## src/design/pss_pkg.sv

```systemverilog
package pss_pkg;

    // Default coordinate width; the fraction point does not enter the arithmetic
    localparam int COORD_BITS_DEF = 16;

    // Control that travels with each request down the pipeline
    typedef struct packed {
        logic valid;
        logic degen;
    } pss_ctl_t;

endpackage

```

## src/design/pss_sqrt.sv

```systemverilog
module pss_sqrt
    import pss_pkg::*;
#(
    parameter int VW = 33,
    parameter int RW = 17
)
(
    input  logic            clk,
    input  logic            rst_n,
    input  logic            en,
    input  pss_ctl_t        in_ctl,
    input  logic [VW-1:0]   val,
    output pss_ctl_t        out_ctl,
    output logic [RW-1:0]   root
);

    localparam int PW = 2 * RW;

    // Digit-by-digit square root, one result bit per stage
    pss_ctl_t        ctl_reg  [RW];
    logic [RW:0]     rem_reg  [RW];
    logic [RW-1:0]   root_reg [RW];
    logic [PW-1:0]   val_reg  [RW];

    pss_ctl_t        ctl_src  [RW];
    logic [RW:0]     rem_src  [RW];
    logic [RW-1:0]   root_src [RW];
    logic [PW-1:0]   val_src  [RW];

    logic [RW:0]     rem_next  [RW];
    logic [RW-1:0]   root_next [RW];

    // Select each stage's source
    always_comb
    begin
        ctl_src[0]  = in_ctl;
        rem_src[0]  = '0;
        root_src[0] = '0;
        val_src[0]  = PW'(val);
        for (int i = 1; i < RW; i++)
        begin
            ctl_src[i]  = ctl_reg[i-1];
            rem_src[i]  = rem_reg[i-1];
            root_src[i] = root_reg[i-1];
            val_src[i]  = val_reg[i-1];
        end
    end

    // Bring down two bits and try the next root bit
    always_comb
    begin
        logic [RW+2:0] trial;
        logic [RW+2:0] sub;
        logic [RW+2:0] diff;
        logic          ge;
        for (int i = 0; i < RW; i++)
        begin
            trial        = {rem_src[i], val_src[i][PW-1:PW-2]};
            sub          = (RW+3)'({root_src[i], 2'b01});
            diff         = trial - sub;
            ge           = (trial >= sub);
            rem_next[i]  = ge ? diff[RW:0] : trial[RW:0];
            root_next[i] = {root_src[i][RW-2:0], ge};
        end
    end

    always_ff @(posedge clk or negedge rst_n)
    begin
        if (!rst_n)
        begin
            for (int i = 0; i < RW; i++)
            begin
                ctl_reg[i] <= '0;
            end
        end
        else if (en)
        begin
            for (int i = 0; i < RW; i++)
            begin
                ctl_reg[i] <= ctl_src[i];
            end
        end
    end

    always_ff @(posedge clk)
    begin
        if (en)
        begin
            for (int i = 0; i < RW; i++)
            begin
                rem_reg[i]  <= rem_next[i];
                root_reg[i] <= root_next[i];
                val_reg[i]  <= {val_src[i][PW-3:0], 2'b00};
            end
        end
    end

    assign out_ctl = ctl_reg[RW-1];
    assign root    = root_reg[RW-1];

endmodule

```

## config.mk

```make
export PLATFORM = sky130hd
export DESIGN_NAME = pss_sqrt
export DESIGN_NICKNAME = d
export VERILOG_FILES = /design/src/design/pss_pkg.sv /design/src/design/pss_sqrt.sv
export SDC_FILE = /design/constraint.sdc
export NUM_CORES = 1
export LEC_CHECK = 0
export BUFFER_PORTS_ARGS = -buffer_cell sky130_fd_sc_hd__buf_4
export CAP_MARGIN = 20
export CORE_MARGIN = 2
export CORE_UTILIZATION = 67
export DETAILED_ROUTE_END_ITERATION = 8
export MAX_ROUTING_LAYER = met4
export PLACE_DENSITY = 0.84
export SLEW_MARGIN = 20
export SYNTH_ARGS = -nofsm -noshare
export SYNTH_HDL_FRONTEND = slang
export SYNTH_SLANG_ARGS = --single-unit
export TNS_END_PERCENT = 20
```

## constraint.sdc

```tcl
create_clock -name clk -period 4.66 [get_ports clk]
set_input_delay 0.233 -clock clk [delete_from_list [all_inputs] [get_ports clk]]
set_output_delay 0.233 -clock clk [all_outputs]
set_load 0.02 [all_outputs]
```

Word level (Yosys, flattened, before mapping)
Memory sizes are Yosys's and may differ from the RTL's.
Index checks and enable logic that the tools add are counted.
- $add $sub $neg: 17
- magnitude comparators: 17
- mux-type cells: 19
- operator list (cell ; number):
    20-bit by 19-bit >= comparator with 1-bit output ; 16
    18-bit two-way mux ; 17
    18-bit subtractor ; 16
    1-bit two-way mux ; 2
    1-bit by 1-bit subtractor with 2-bit output, second input constant ; 1
    1-bit >= comparator, second input constant ; 1
- bits in registers: 34
- RAM bits: 1139
- input port bits: 38
- output and inout bits: 19
- word-level logic and storage cells: 90
- memories: 3
- memories (memory ; depth ; width ; rd ports ; clocked after memory_dff ; wr ports ; RTL line ; RTL):
    val_reg ; 17 ; 32 ; 16 ; 0 ; 17 ; pss_sqrt.sv:23 ; logic [PW-1:0] val_reg [RW];
    rem_reg ; 17 ; 18 ; 16 ; 0 ; 17 ; pss_sqrt.sv:21 ; logic [RW:0] rem_reg [RW];
    root_reg ; 17 ; 17 ; 17 ; 0 ; 17 ; pss_sqrt.sv:22 ; logic [RW-1:0] root_reg [RW];

Depth between registers and ports, before layout
An unclocked memory read counts as a cell.
- word-level depth: 3
- depth in mapped cells: 12

Worst setup path before layout
Ideal clock, no wire load.
- kind: register to register
- start point: memory root_reg[14][7] (netlist: root_reg[0][245])
- end point: memory rem_reg[0][279] in the netlist's numbering (data pin)
- library setup time: 260 ps
- arrival: 2682 ps
- required time: 4400 ps
- slack: 1718 ps
- stages on the path, launching flop included: 13
- buffers on the path: 3
- cells stage by stage: edfxtp_1 inv_1 ha_1 clkbuf_1 a21oi_1 o21ai_0 a31oi_1 a21bo_2 a31oi_1 a31o_2 buf_2 buf_2 mux2_2
- RTL lines (element ; RTL line):
    from (decl) ; pss_sqrt.sv:22
    to (decl) ; pss_sqrt.sv:21

==> results.rst <==
.. list-table::
   :header-rows: 1

   * - Metric
     - Value
   * - Unrepaired setup endpoints after global routing
     - false
   * - Startpoint kind of the worst setup timing path
     - flip-flop
   * - DRT met1 WL
     - approximately 25 mm
   * - TritonCTS sink count
     - about 720
   * - Sequential area share after synthesis
     - 65.7%
   * - Gate count of the mapped netlist
     - 2,431
   * - Cell Pwr Density
     - about 460 nW/um^2
   * - Worst setup EP type
     - flip-flop
   * - Insertion delay of the later-clocked pin in the worst-skew pair
     - 0.64 ns
   * - Crit Path Max Fanout
     - 24
   * - Final Hold Viols
     - 0
   * - Worst Hold Class
     - in -> async
   * - Synthesized area per cell
     - 13.5 sq um
   * - Number of antenna repair diodes
     - 0
   * - TritonCTS clock tree
     - built
   * - Number of search-and-repair iterations in the first detailed-routing pass
     - 6
   * - Path type of the worst setup path
     - reg -> reg
   * - Total routing usage reported by global routing
     - a little over a quarter
   * - Area of the die
     - between 50,000 and 60,000 sq um
   * - H-tree depth
     - 3
   * - Async SR Flop Fraction
     - ~4.7%
   * - Amount of wire on met2 after detailed routing
     - 32.7 mm
   * - Total I/O pin count
     - 57
   * - Post-detailed-placement half-perimeter wirelength
     - 40.0 mm
   * - Root buf cell
     - sky130_fd_sc_hd__clkbuf_16
   * - Count of distinct cell types in the synthesized netlist
     - 75
   * - Slew Limit Headroom
     - 35.3%
   * - Max Slew Vio Count
     - 0
   * - Crit share post-route
     - 76.9%
   * - Net count of the mapped netlist
     - 2,639
   * - Effective utilization at floorplan
     - 67.3%
   * - Post-DR wirelength/cell
     - 19.4 microns
   * - DRT Wirelength
     - 63.2 mm
   * - Buffers from clock root to sink, at most
     - 3
   * - Highest metal layer used by the detailed router
     - met4
   * - Die span in x
     - around 230 microns
   * - Flip-flop count of the largest register after layout
     - 272
   * - Number of buffers inserted during clock tree synthesis
     - 73
   * - Static leakage
     - 0.0142 uW
   * - Clock skew
     - ~0.028 ns
   * - Drt drc
     - 0
   * - Number of enable flip-flop cells after synthesis
     - 689
   * - Total negative slack
     - 0 ns
   * - Routed wl met3
     - approximately 3.2 mm
   * - Area Growth Syn to Fin
     - 11.8%
   * - Worst EP required
     - 5.02 ns
   * - Standard cell core area
     - 48,600 sq um
   * - Overall overflow remaining after global route
     - 0
   * - Run status
     - finished clean
   * - Vias in the first global route
     - about 20,000
   * - Drt via density
     - 6.02
   * - Clock period minus final worst setup slack
     - 3.58 ns
   * - Via count of the routed design
     - roughly 20,000
   * - Buffers inserted during post-CTS setup optimization
     - 0
   * - Clock-pin transition on the worst setup and hold timing paths
     - 0.07 ns
   * - Warning count from the yosys run
     - 0
   * - Setup-failing EPs final
     - 0
   * - Initial antenna violation count
     - 0
   * - Max-cap violation count
     - 0
   * - Maximum clock frequency
     - 279 MHz
   * - Largest net degree at the start of global routing
     - approximately 130
   * - Rows
     - 81
   * - Fraction of layout instances using a drive strength above 1
     - 10.2%
   * - Actual slew at the worst max-slew pin
     - between 0.9 and 1 ns
   * - Number of nets in the layout
     - 2,786
   * - Routability Congestion
     - slightly below 1
   * - Number of nets still failing antenna checks after routing
     - 0
   * - Most frequently used flop master after synthesis
     - sky130_fd_sc_hd__edfxtp_1
   * - End-of-flow core utilization
     - 75.3%
   * - Worst ir drop on vdd
     - 621 uV
   * - Yosys reg bits
     - 723
   * - DP Worst Slack
     - 1.19 ns
   * - IO Port Bufs
     - 56
   * - Number of DRC violations after detailed-routing iteration 0
     - around 1,800
   * - Arrival time at the worst endpoint
     - 3.94 ns
   * - Global-route wire length before repair
     - 101 mm
   * - Number of gates given a new drive strength after cts
     - 0
   * - Netlist area before placement
     - 32,800 sq um
   * - Die extent in y
     - approximately 230 microns
   * - Final critical-path setup slack
     - 1.08 ns
-- worst max-delay path: stages (launching register included) --
cell and delay, ns:
sky130_fd_sc_hd__edfxtp_1 0.35, sky130_fd_sc_hd__inv_1 0.05, sky130_fd_sc_hd__ha_1 0.36, sky130_fd_sc_hd__nor2b_1 0.18
sky130_fd_sc_hd__o31a_1 0.29, sky130_fd_sc_hd__o32ai_1 0.63, sky130_fd_sc_hd__o21ai_1 0.27, sky130_fd_sc_hd__a211oi_2 0.49
sky130_fd_sc_hd__buf_4 0.34, sky130_fd_sc_hd__inv_1 0.09, sky130_fd_sc_hd__mux2_2 0.28
-- where the power goes --
| part | leakage [uW] | switching (uW) | internal [uW] |
|---|---|---|---|
| registers | 0.00700 | 455 | 8080 |
| clock network | 0.00109 | 2510 | 3050 |
| logic | 0.00612 | 1440 | 1170 |
-- synth_stat cells, drive strengths merged (26+ instances only) --
| cell | count | share of area, % |
|---|---|---|
| xnor2 | 95 | 2.5 |
| a21oi | 136 | 2.1 |
| inv | 207 | 2.4 |
| a21o | 30 | 0.69 |
| o21a | 41 | 0.94 |
| edfxtp | 689 | 63 |
| o21ai | 123 | 1.9 |
| nand2 | 134 | 1.5 |
| nor2 | 161 | 1.9 |
| dfrtp | 34 | 2.6 |
| nand3 | 36 | 0.55 |
| mux2 | 68 | 2.3 |
| or3 | 26 | 0.53 |
| ha | 170 | 6.5 |
| xor2 | 94 | 2.5 |
| nor4 | 30 | 0.59 |
| nor3 | 59 | 0.95 |
-- path summary, 6_finish.rpt --
path	startpoint	to	slack, ns	depth (start not counted)
worst max-delay path	root_reg[0][221]$_DFFE_PP_	rem_reg[0][265]$_DFFE_PP_	1.08	10
worst min-delay path	rst_n	ctl_reg[11]$_DFFE_PN0P_	0.09	2
worst max register to register	root_reg[0][221]$_DFFE_PP_	rem_reg[0][265]$_DFFE_PP_	1.08	10
worst min register to register	val_reg[0][317]$_DFFE_PP_	val_reg[0][351]$_DFFE_PP_	0.41	0
max in group asynchronous	rst_n	ctl_reg[10]$_DFFE_PN0P_	4.25	2
min in group clk	en	val_reg[0][1]$_DFFE_PP_	0.14	1
-- layout make-up --
type,instances,area (sq um)
well taps,622,778
flip-flops and latches,723,21500
clock buffers,89,1890
clock inverters,42,395
inverters,208,781
multi-input cells,1466,10300
repair buffers,106,956
fillers,2815,12000
-- kinds of logic (layout without fill, tap and decap cells) --
family,after synthesis,in the layout,synth area share (%)
DFF,723,723,65.7
xor gates and xnor gates,189,189,5.05
AOI/OAI and AO/OA,450,450,8.45
adders and majority gates,170,170,6.49
muxes,77,77,2.61
other,1,1,0.0114
buffers and inverters,242,445,2.85
and+or+nand+nor,579,579,8.79
-- layout by cell type, fill, tap and decap left out, types with 34 or more instances in the layout --
cell type | synthesis | final
sky130_fd_sc_hd__xnor2_1 | 95 | 95
sky130_fd_sc_hd__dlygate4sd3_1 | 0 | 36
sky130_fd_sc_hd__nor2_1 | 160 | 160
sky130_fd_sc_hd__a21oi_1 | 136 | 136
sky130_fd_sc_hd__inv_1 | 207 | 207
sky130_fd_sc_hd__nand2_1 | 134 | 134
sky130_fd_sc_hd__o21a_1 | 41 | 41
sky130_fd_sc_hd__dfrtp_1 | 34 | 34
sky130_fd_sc_hd__nand3_1 | 36 | 36
sky130_fd_sc_hd__o21ai_0 | 119 | 119
sky130_fd_sc_hd__clkbuf_16 | 0 | 73
sky130_fd_sc_hd__nor3_1 | 57 | 57
sky130_fd_sc_hd__ha_1 | 170 | 170
sky130_fd_sc_hd__mux2_2 | 68 | 68
sky130_fd_sc_hd__buf_4 | 3 | 64
sky130_fd_sc_hd__xor2_1 | 94 | 94
sky130_fd_sc_hd__edfxtp_1 | 689 | 689
-- per-stage QoR --
step / total power, uW / area [sq um] / instances / hold slack, ns
finish: 16700 / 36600 / 3256 / 0.0920
global route: 17400 / 36600 / 3256 / 0.120
CTS: 16700 / 36600 / 3255 / 0.0723
detailed placement: 11100 / 34000 / 3088 / 0.200
global placement: 10900 / 34000 / 3088 / 0.187
floorplan: 10300 / 32800 / 2431 / -0.0626
-- metal layers --
metal | track usage [%] | vias to the layer above
met2 | 44.5 | 686
met5 | - | -
li1 | - | 9281
met4 | 10.1 | 0
met1 | 31.5 | 9454
met3 | 3.94 | 183
-- timing repair --
action | 4_1_cts | 5_1_grt
hold buffers | 36 | 0
endpoints found under the setup margin | 0 | 0
hold endpoints to repair | 69 | 0
Note: power is estimated with default switching activity, not from simulation.
