**src/design/pss_pkg.sv**
```systemverilog
package pss_pkg;

    // Default coordinate width; the fraction point does not enter the arithmetic
    localparam int COORD_BITS_DEF = 16;

    // Control that travels with each request down the pipeline
    typedef struct packed {
        logic valid;
        logic degen;
    } pss_ctl_t;

endpackage

```
**src/design/pss_div.sv**
```systemverilog
module pss_div
    import pss_pkg::*;
#(
    parameter int NW = 34,
    parameter int DW = 17,
    parameter int QW = 17
)
(
    input  logic            clk,
    input  logic            rst_n,
    input  logic            en,
    input  pss_ctl_t        in_ctl,
    input  logic [NW-1:0]   num,
    input  logic [DW-1:0]   den,
    output pss_ctl_t        out_ctl,
    output logic [QW-1:0]   quo
);

    // Restoring division, one quotient bit per stage.
    // The upper numerator part is known to be below the divisor.
    pss_ctl_t        ctl_reg [QW];
    logic [DW-1:0]   rem_reg [QW];
    logic [DW-1:0]   den_reg [QW];
    logic [QW-1:0]   low_reg [QW];

    pss_ctl_t        ctl_src [QW];
    logic [DW-1:0]   rem_src [QW];
    logic [DW-1:0]   den_src [QW];
    logic [QW-1:0]   low_src [QW];

    logic [DW-1:0]   rem_next [QW];
    logic [QW-1:0]   low_next [QW];

    // Select each stage's source: the request for the first, the prior stage otherwise
    always_comb
    begin
        ctl_src[0] = in_ctl;
        rem_src[0] = DW'(num[NW-1:QW]);
        den_src[0] = den;
        low_src[0] = num[QW-1:0];
        for (int i = 1; i < QW; i++)
        begin
            ctl_src[i] = ctl_reg[i-1];
            rem_src[i] = rem_reg[i-1];
            den_src[i] = den_reg[i-1];
            low_src[i] = low_reg[i-1];
        end
    end

    // Shift in one numerator bit and subtract where the divisor fits
    always_comb
    begin
        logic [DW:0] trial;
        logic [DW:0] diff;
        logic        ge;
        for (int i = 0; i < QW; i++)
        begin
            trial       = {rem_src[i], low_src[i][QW-1]};
            diff        = trial - {1'b0, den_src[i]};
            ge          = (trial >= {1'b0, den_src[i]});
            rem_next[i] = ge ? diff[DW-1:0] : trial[DW-1:0];
            low_next[i] = {low_src[i][QW-2:0], ge};
        end
    end

    // Advance the stages together
    always_ff @(posedge clk or negedge rst_n)
    begin
        if (!rst_n)
        begin
            for (int i = 0; i < QW; i++)
            begin
                ctl_reg[i] <= '0;
            end
        end
        else if (en)
        begin
            for (int i = 0; i < QW; i++)
            begin
                ctl_reg[i] <= ctl_src[i];
            end
        end
    end

    always_ff @(posedge clk)
    begin
        if (en)
        begin
            for (int i = 0; i < QW; i++)
            begin
                rem_reg[i] <= rem_next[i];
                den_reg[i] <= den_src[i];
                low_reg[i] <= low_next[i];
            end
        end
    end

    assign out_ctl = ctl_reg[QW-1];
    assign quo     = low_reg[QW-1];

endmodule

```
**config.mk**
```make
export PLATFORM = sky130hd
export DESIGN_NAME = pss_div
export DESIGN_NICKNAME = d
export VERILOG_FILES = /design/src/design/pss_pkg.sv /design/src/design/pss_div.sv
export SDC_FILE = /design/constraint.sdc
export NUM_CORES = 1
export LEC_CHECK = 0
export BUFFER_PORTS_ARGS = -buffer_cell sky130_fd_sc_hd__buf_2
export CELL_PAD_IN_SITES_DETAIL_PLACEMENT = 0
export CELL_PAD_IN_SITES_GLOBAL_PLACEMENT = 1
export CORE_MARGIN = 2
export CORE_UTILIZATION = 50
export DETAILED_ROUTE_END_ITERATION = 10
export PLACE_DENSITY_LB_ADDON = 0.3
export SYNTH_ARGS = -nofsm -noshare
export SYNTH_HDL_FRONTEND = slang
export SYNTH_SLANG_ARGS = --single-unit
```
**constraint.sdc**
```tcl
create_clock -name clk -period 9.63 [get_ports clk]
set_input_delay 1.4445 -clock clk [delete_from_list [all_inputs] [get_ports clk]]
set_output_delay 1.4445 -clock clk [all_outputs]
set_load 0.02 [all_outputs]
```
# ---- After elaboration in Yosys (flattened, before gate mapping)
# Memory sizes are Yosys's and may differ from the RTL's.
# Index checks and enable logic that the tools add are counted.
dict set report op_classes {
  addsub 17
  multipliers 0
  div_mod_pow 0
  magnitude_cmp 17
  n_eq_ne 0
  n_shift 0
  mux 19
  bitwise 0
  n_reduce_logical 0
}
# cell n
set op_table {}
lappend op_table {{18-bit by 17-bit greater-or-equal comparator with 1-bit output} 17}
lappend op_table {{17-bit 2-to-1 mux} 17}
lappend op_table {{17-bit subtractor} 17}
lappend op_table {{1-bit 2-to-1 mux} 2}
dict set report totals {
  ff_bits 34
  latchBits 0
  mem_bits_rw 867
  romBits 0
  inputBits 56
  output_inout_bits 19
  word_cells 90
  n_memories 3
}
# memory depth width read_ports rd_clocked_by_memory_dff write_ports line
set memory_table {}
lappend memory_table {den_reg 17 17 16 0 17 pss_div.sv:23} ;# logic [DW-1:0] den_reg [QW];
lappend memory_table {low_reg 17 17 17 0 17 pss_div.sv:24} ;# logic [QW-1:0] low_reg [QW];
lappend memory_table {rem_reg 17 17 16 0 17 pss_div.sv:22} ;# logic [DW-1:0] rem_reg [QW];

# ---- Depth between registers and ports, before layout
# Gate-level depths: netlist of the first run.
dict set report depth {
  word_depth 2
  mapped_depth 14
  ltp_nobuf 12
}

# ---- Least setup slack after synthesis of the first run
# Ideal clock, no wire load.
dict set report synth_path {
  path_kind {input to register}
  start {input num[16]}
  end {memory rem_reg[0][3], data pin}
  setup_ns 0.260
  t_arrival_ns 3.841
  required_ns 9.370
  setup_slack_ns 5.529
  path_stages 12
  n_path_buf 1
  path_cell_list {inv_1 ha_1 inv_1 fa_1 a211oi_1 o21bai_1 o211ai_1 a31oi_1 or3_1 a31oi_1 buf_2 mux2_2}
}
# item line
set synth_lines {}
lappend synth_lines {{start, declared} pss_div.sv:13} ;# input logic [NW-1:0] num,
lappend synth_lines {{end, declared} pss_div.sv:22}

==> flow_summary.yaml, run 1 <==
setup_path:
  critical_path.max_stage_delay_ns: 0.94
  cpMostUsedCell: "inv_1"
  startpoint_type: "flop"
  rrSetupSlack_ns: 5.65
  cp.arrival_ns: 4.36
  crit_type: "reg2reg"
  cp_cell_sequence: "inv_1 -> ha_1 -> inv_1 -> fa_1 -> a211oi_1 -> o21ai_0 -> a21oi_1 -> o31a_1 -> o31ai_1 -> a31oi_2 -> mux2_2"
  r2r-end: "rem_reg[0][111]$_DFFE_PP_"
  cp_slowest_cell: "a31oi_2"
  rr_worst_depth: 11
  r2r-start: "low_reg[0][101]$_DFFE_PP_"
  required_ns: 10.01
  cp_max_fo: 18
  cp-end-kind: "flop"
timing:
  fin_crit_ns: 3.98
  setup_tns_ns: 0
  setup_viol: 0
  fmaxAchievable_mhz: 251
  rsz0062_at_grt: "false"
  finalCritPeriodShare: 0.413
  hold_slack_ns: 0.402
  skew_ns: 0.0340
  relSlewSlack: 0.225
  setup_ws_ns: 5.65
  slew_violations: 0
  max_slew.worst_pin.slew_ns: 1.16
  timing_hold_violations_final: 0
synth:
  synth_top_area_share: 0.580
  synth-seq-area-share: 0.599
  syn_nets: 3690
  postSynth.asyncResetShare: 0.0392
  avgSynthCellArea_um2: 13.0
  yosys-top-cells-area: "edfxtp_1, ha_1, mux2_2, inv_1, xnor2_1"
  syn-cell-area_um2: 43100
  synth_edf_count: 833
  yosysUniqueCellTypes: 83
  synth-main-ff-cell: "edfxtp_1"
  yosysWarnings: 0
  synth-seq-cells: 867
  syn_inst: 3329
  yosys.area.top_type: "edfxtp_1"
clock_network:
  clock-sinks: 867
  insertion_delay_ns: 0.66
  cts_tree: "yes"
  cts-root-buf: "clkbuf_16"
  post_cts_resized: 0
  clkTransAtPathRegs_ns: 0.06
  cts-buffers-inserted: 93
  cts_max_level: 3
  clock_path_buffers: 3
  cts_hold_buf: 0
  postCtsSetupBuffers: 0
floorplanning:
  die_x_um: 298
  core-area_um2: 85300
  start_util: 0.506
  ios: 75
  die_h_um: 298
  die_area_um2: 88700
  rows: 107
grt:
  grt_overflow_total: 0
  grt_max_degree: 172
  grt_util_all_layers: 0.177
  antenna_found_initial: 0
  grt_pass1_wl_mm: 130
  grt_pass1_vias: 26800
routing:
  drc: 0
  dr.pass1.iters: 5
  detail_route.wl_per_cell_um: 16.9
  route.met3.wl_mm: 2.40
  ant_nets: 0
  vias: 25600
  routed.top_layer: "met4"
  viasPerCell: 5.49
  drtIter0Drc: 1315
  routed-wl-met2_mm: 43.6
  drt_wl_total_mm: 78.8
  m1WireLength_mm: 30.2
min_path:
  whs_endpoint: "low_reg[0][219]$_DFFE_PP_"
  hold_path_depth: 0
  hp-start: "low_reg[0][201]$_DFFE_PP_"
  hold_class: "reg2reg"
place:
  gp_congestion: 0.906
  post-place-ws_ns: 5.07
  hpwl_mm: 56.7
  port_buffers: 74
  placed_cells: 4494
  dpl_cell_area_um2: 44800
power_and_ir_drop:
  netSwitchingFraction: 0.327
  p_switching_mw: 4.99
  leakagePower_nw: 19.1
  combPwrFrac: 0.384
  p_int_mw: 10.3
  seq_power_share: 0.377
  ir_worst_vdd_mv: 0.167
  p_total_mw: 15.3
  p_clk_frac: 0.239
  power_per_cell_area_nw_per_um2: 319
finish:
  drive_gt1_frac: 0.125
  areaGrowthSynthToFinish_pct: 11.0
  final_cell_mix: "edfxtp_1, inv_1, ha_1"
  final_core_util: 0.562
  fin_area_um2: 47900
  largest_reg_flops: 289
  final_common_cell: "edfxtp_1"
  fin_cells: 4662
  nets: 3806
  antenna-diode-count: 0
flow_run:
  maxCapViolations: 0
outcome:
  outcome: "finished, final reports clean"
-- cell type report --
type | instances | area, um2
Fill cell | 6873 | 37400
Clock buffer | 115 | 2450
Inverter | 362 | 1360
Timing Repair Buffer | 87 | 528
Sequential cell | 867 | 25900
Multi-Input combinational cell | 2034 | 15600
Clock inverter | 53 | 667
Tap cell | 1144 | 1430
-- synthesized netlist by cell type (6+ instances only) --
library cell,n
mux2_4,9
nand2_1,168
o211ai_1,14
fa_1,16
nor3_1,46
nor2b_1,19
xnor2_1,141
xor2_1,70
a31o_2,7
dfrtp_1,34
o21a_1,33
or3_1,11
mux2i_1,11
inv_1,362
or2_2,14
nand2b_1,29
and2_1,6
edfxtp_1,833
nand4_1,38
a31oi_1,29
a211o_1,14
o21bai_1,43
ha_1,289
mux2_2,166
a21oi_1,215
nand3_1,35
o31a_1,18
buf_4,23
clkbuf_1,23
a211oi_1,31
and3_1,19
a21o_1,98
o21ai_0,167
o31ai_1,17
buf_2,12
nor2_1,164
-- layer usage --
layer | vias to the layer above | global-route usage
met5 | - | 0
met2 | 431 | 0.344
met1 | 12400 | 0.187
li1 | 12500 | -
met4 | 0 | 0.0754
met3 | 187 | 0.0256
-- worst max-delay path, delay by kind of cell (launching register included) --
kind                       cells  cell delay, ns
buffers and inverters          2            0.14
AOI/OAI and AO/OA              6            2.19
adders and majority gates      2            0.59
muxes                          1            0.43
DFF                            1            0.36
-- power groups by stage --
stage                     combinational (mW)  clock, mW  sequential [mW]
final                                   5.85       3.64             5.76
after global routing                    6.49       3.89             5.84
after CTS                               5.85       3.74             5.76
after detailed placement                5.79          0             5.83
after global placement                  5.61          0             5.80
after floorplan                         4.65          0             5.66
-- worst max path at each step --
stage	start	to	slack [ns]	cells after the start
after floorplan	num[16]	rem_reg[0][3]$_DFFE_PP_	5.53	12
after global placement	num[16]	rem_reg[0][1]$_DFFE_PP_	5.12	13
after detailed placement	num[16]	rem_reg[0][3]$_DFFE_PP_	5.07	13
after CTS	low_reg[0][101]$_DFFE_PP_	rem_reg[0][111]$_DFFE_PP_	5.58	11
after global routing	low_reg[0][101]$_DFFE_PP_	rem_reg[0][111]$_DFFE_PP_	5.33	11
final	low_reg[0][101]$_DFFE_PP_	rem_reg[0][111]$_DFFE_PP_	5.65	11
-- cell families (layout without fill, tap and decap cells) --
group	after synthesis	count (layout)	share of synthesized area
flops	867	867	0.599
compound gates	760	760	0.115
simple gates	572	572	0.0625
buf+inv	428	617	0.0401
fa+ha+maj	305	305	0.0912
xor+xnor	211	211	0.0428
mux	186	186	0.0490
Note: power is estimated with default switching activity, not from simulation.
==> inputs of run 2 (changes only) <==
- clock period: 9.63 -> 4.1 ns (I/O delays scaled with it)
==> flow_summary.yaml, run 2 (synthesis gave the netlist of run 1 again) <==
grt:
  grt_overflow_total: 0
  grt_util_all_layers: 0.181
  grt_pass1_vias: 27000
  antenna_found_initial: 1
  grt_max_degree: 96
  grt_pass1_wl_mm: 132
timing:
  setup_viol: 0
  timing_hold_violations_final: 0
  fmaxAchievable_mhz: 268
  fin_crit_ns: 3.73
  setup_ws_ns: 0.368
  rsz0062_at_grt: "false"
  max_slew.worst_pin.slew_ns: 0.819
  skew_ns: 0.0463
  slew_violations: 0
  setup_tns_ns: 0
  relSlewSlack: 0.440
  finalCritPeriodShare: 0.910
finish:
  fillers: 6762
  nets: 3847
  final_common_cell: "edfxtp_1"
  areaGrowthSynthToFinish_pct: 12.3
  fin_area_um2: 48400
  drive_gt1_frac: 0.137
  antenna-diode-count: 0
  final_cell_mix: "edfxtp_1, inv_1, ha_1"
  seq_area_um2: 25900
  largest_reg_flops: 289
  multi_input_area_um2: 15600
  fin_cells: 4706
floorplanning:
  die_area_um2: 88700
  rows: 107
  start_util: 0.506
  die_h_um: 298
  die_x_um: 298
  core-area_um2: 85300
  ios: 75
min_path:
  hold_class: "in2async"
clock_network:
  postCtsSetupBuffers: 0
  post_cts_resized: 0
  cts_hold_buf: 0
  clkTransAtPathRegs_ns: 0.06
  clock_path_buffers: 3
  cts_tree: "yes"
  clock-sinks: 867
  cts-buffers-inserted: 91
  cts_max_level: 3
  cts-root-buf: "clkbuf_16"
  insertion_delay_ns: 0.66
routing:
  dr.pass1.iters: 8
  drc: 0
  ant_nets: 0
  viasPerCell: 5.48
  detail_route.wl_per_cell_um: 17.2
  drtIter0Drc: 1260
  vias: 25800
  drt_wl_total_mm: 81.1
power_and_ir_drop:
  power_per_cell_area_nw_per_um2: 750
  leakagePower_nw: 19.4
  ir_worst_vdd_mv: 0.396
  p_total_mw: 36.3
place:
  port_buffers: 74
  gp_congestion: 0.896
  post-place-ws_ns: 0.370
  placed_cells: 4537
  hpwl_mm: 60.3
  dpl_cell_area_um2: 45200
setup_path:
  cpMostUsedCell: "inv_1"
  cp_max_fo: 27
  crit_type: "reg2reg"
  timing.critical_path.buf_inv: 3
  required_ns: 4.47
  cp.arrival_ns: 4.10
  critical_path.max_stage_delay_ns: 0.56
  cp_slowest_cell: "a221oi_2"
  cp-end-kind: "flop"
  crit_family: "compound AO/OA/AOI/OAI gates"
  cp_cell_sequence: "inv_1 -> ha_1 -> inv_1 -> fa_1 -> a21o_1 -> a21oi_1 -> o21ai_0 -> a221oi_2 -> a211oi_1 -> o31a_1 -> buf_4 -> mux2_2"
  startpoint_type: "flop"
flow_run:
  maxCapViolations: 0
outcome:
  outcome: "finished, final reports clean"
run 2: cell type report:
cell class              count  area share
clock inverters            61      0.0175
flip-flops and latches    867       0.534
clock buffers             108      0.0492
inverters                 362      0.0281
repair buffers            130      0.0199
well taps                1144      0.0295
multi-input cells        2034       0.322
run 2: metal layers:
metal  wire, um  share of wire  GRT usage  vias up
met5          0              0          0        -
met4       3500          0.043     0.0893        0
li1           -              -          -    12600
met2      44200           0.54      0.350      499
met3       2530          0.031     0.0244      222
met1      30900           0.38      0.192    12500
run 2: worst reg2reg max path: cells and delay by family (launching register included):
family	cells	cell delay [ns]
DFF	1	0.39
adders and majority gates	2	0.57
buffers and inverters	3	0.38
muxes	1	0.31
AOI/OAI and AO/OA	6	1.82
run 2: power by group:
part           switching, mW  internal, mW  total, mW
combinational           7.43          6.59       14.0
sequential              1.00          12.6       13.6
clock                   3.47          5.27       8.75
run 2: stage by stage:
step | util | hold WS (ns)
global route | 0.568 | 0.0539
global placement | 0.530 | 0.400
detailed placement | 0.530 | 0.405
floorplan | - | 0.319
finish | 0.568 | 0.00418
CTS | 0.568 | 0.000637
run 2: worst paths after layout:
path                                      startpoint                        end  slack, ns  depth (start not counted)
min                                            rst_n     out_ctl[0]$_DFFE_PN0P_      0.004                          1
max in group asynchronous                      rst_n    ctl_reg[17]$_DFFE_PN0P_       3.63                          1
min in group clk                              num[4]    low_reg[0][5]$_DFFE_PP_       0.13                          1
max                        low_reg[0][118]$_DFFE_PP_  rem_reg[0][127]$_DFFE_PP_       0.37                         12
min reg2reg                 low_reg[0][64]$_DFFE_PP_   low_reg[0][82]$_DFFE_PP_       0.41                          0
max reg2reg                low_reg[0][118]$_DFFE_PP_  rem_reg[0][127]$_DFFE_PP_       0.37                         12
==> inputs of run 3 (changes only) <==
- CORE_ASPECT_RATIO: unset -> 1.75
- PLACE_DENSITY: unset -> 0.85
- PLACE_DENSITY_LB_ADDON: 0.3 -> unset
==> flow_summary.yaml, run 3 (synthesis gave the netlist of run 1 again) <==
floorplanning:
  die_x_um: 226
  core-area_um2: 85600
  start_util: 0.504
  rows: 142
  die_area_um2: 88800
  die_h_um: 393
  ios: 75
grt:
  grt_util_all_layers: 0.192
  grt_overflow_total: 0
  grt_pass1_vias: 27500
  grt_pass1_wl_mm: 132
  grt_max_degree: 116
  antenna_found_initial: 0
min_path:
  hold_path_depth: 1
  whs_endpoint: "low_reg[0][8]$_DFFE_PP_"
  hold_class: "in2reg"
  hp-start: "num[7]"
setup_path:
  cp.arrival_ns: 4.08
  cp_max_fo: 22
  cp_slowest_cell: "nor4_1"
  r2r-start: "low_reg[0][237]$_DFFE_PP_"
  critical_path.max_stage_delay_ns: 0.45
  rrSetupSlack_ns: 0.44
  r2r-end: "rem_reg[0][239]$_DFFE_PP_"
  rr_worst_depth: 12
  cp_cell_sequence: "inv_1 -> ha_1 -> inv_1 -> fa_1 -> a21o_1 -> a221oi_2 -> o21ai_1 -> nor4_1 -> o21ai_1 -> a211oi_4 -> buf_12 -> mux2_2"
  timing.critical_path.buf_inv: 3
  crit_type: "reg2reg"
  cp-end-kind: "flop"
  required_ns: 4.53
  startpoint_type: "flop"
  crit_family: "compound AO/OA/AOI/OAI gates"
clock_network:
  clock_path_buffers: 3
  cts_max_level: 3
  clkTransAtPathRegs_ns: 0.07
  postCtsSetupBuffers: 0
  insertion_delay_ns: 0.67
  cts_tree: "yes"
  clock-sinks: 867
  cts-root-buf: "clkbuf_16"
  cts-buffers-inserted: 82
timing:
  fin_crit_ns: 3.66
  fmaxAchievable_mhz: 273
  slew_violations: 0
  setup_tns_ns: 0
  relSlewSlack: 0.461
  timing_hold_violations_final: 0
  skew_ns: 0.0287
  setup_viol: 0
  rsz0062_at_grt: "false"
  max_slew.worst_pin.slew_ns: 0.802
  finalCritPeriodShare: 0.892
finish:
  largest_reg_flops: 289
  antenna-diode-count: 0
  areaGrowthSynthToFinish_pct: 10.8
  fillers: 7146
  final_common_cell: "edfxtp_1"
  drive_gt1_frac: 0.132
  nets: 3840
  final_cell_mix: "edfxtp_1, inv_1, ha_1"
power_and_ir_drop:
  p_total_mw: 35.0
  ir_worst_vdd_mv: 0.355
  leakagePower_nw: 19.1
  power_per_cell_area_nw_per_um2: 733
routing:
  ant_nets: 0
  drc: 0
  detail_route.wl_per_cell_um: 17.6
  drt_wl_total_mm: 82.5
  drtIter0Drc: 940
  dr.pass1.iters: 6
  viasPerCell: 5.43
  vias: 25500
outcome:
  outcome: "finished, final reports clean"
place:
  gp_congestion: 0.927
  port_buffers: 74
  hpwl_mm: 62.9
flow_run:
  maxCapViolations: 0
## run 3: cell count changes in the layout (fill, tap and decap cells not counted), moves of 2 or more
cell,delta
buf_12,+2
clkinvlp_4,-2
clkbuf_16,-7
clkinv_1,-6
clkinv_2,+6
inv_6,+2
bufinv_16,-15
clkbuf_1,+6
## run 3: worst register-to-register path: cells and delay by family (launching register included)
| kind | cells | cell delay [ns] |
|---|---|---|
| fa+ha+maj | 2 | 0.56 |
| buf+inv | 3 | 0.33 |
| mux | 1 | 0.35 |
| simple gates | 1 | 0.45 |
| flops | 1 | 0.38 |
| compound gates | 5 | 1.35 |
## run 3: metrics by stage
stage          instances  worst slack [ns]  hold slack [ns]   util  cell area, um2
2_1_floorplan       3329             0.828            0.319      -           43100
3_3_place_gp        4546             0.233            0.400  0.528           45200
3_5_place_dp        4546             0.227            0.405  0.528           45200
4_1_cts             4695             0.379           0.0665  0.558           47800
5_1_grt             4695             0.254           0.0865  0.558           47800
6_report            4695             0.442            0.126  0.558           47800
## run 3: what timing repair did
action                                  in CTS  in global routing
endpoints found under the hold margin       34                  0
hold buffers                                 1                  0
gates resized for setup                      0                  0
endpoints found under the setup margin       0                  0
## run 3: worst max-delay path by stage
stage                                   start                        end  slack (ns)  depth (start not counted)
floorplan                             num[16]    rem_reg[0][3]$_DFFE_PP_        0.83                         12
global placement                      num[16]    rem_reg[0][3]$_DFFE_PP_        0.23                         13
detailed placement                    num[16]    rem_reg[0][3]$_DFFE_PP_        0.23                         13
CTS                 low_reg[0][186]$_DFFE_PP_  rem_reg[0][188]$_DFFE_PP_        0.38                         13
global route        low_reg[0][237]$_DFFE_PP_  rem_reg[0][247]$_DFFE_PP_        0.25                         14
finish              low_reg[0][237]$_DFFE_PP_  rem_reg[0][239]$_DFFE_PP_        0.44                         12
## run 3: where the power goes
part | switching (mW) | internal, mW
Sequential | 0.997 | 12.6
Combinational | 7.47 | 6.67
Clock | 3.34 | 3.99
## run 3: routing by layer
| metal | vias up | part of all wire | global-route usage |
|---|---|---|---|
| li1 | 12600 | - | - |
| met1 | 12300 | 0.28 | 0.139 |
| met2 | 326 | 0.62 | 0.418 |
| met3 | 234 | 0.027 | 0.0306 |
| met4 | 0 | 0.076 | 0.134 |
| met5 | - | 0 | 0 |
## run 3: final cells by class
type                       count  area, um2  share of cell area
tap                         1152       1440              0.0301
timing repair buffer         132       1010              0.0210
multi-input combinational   2034      15600               0.326
sequential                   867      25900               0.541
inverter                     362       1360              0.0284
clock inverter                42        343             0.00717
clock buffer                 106       2220              0.0463
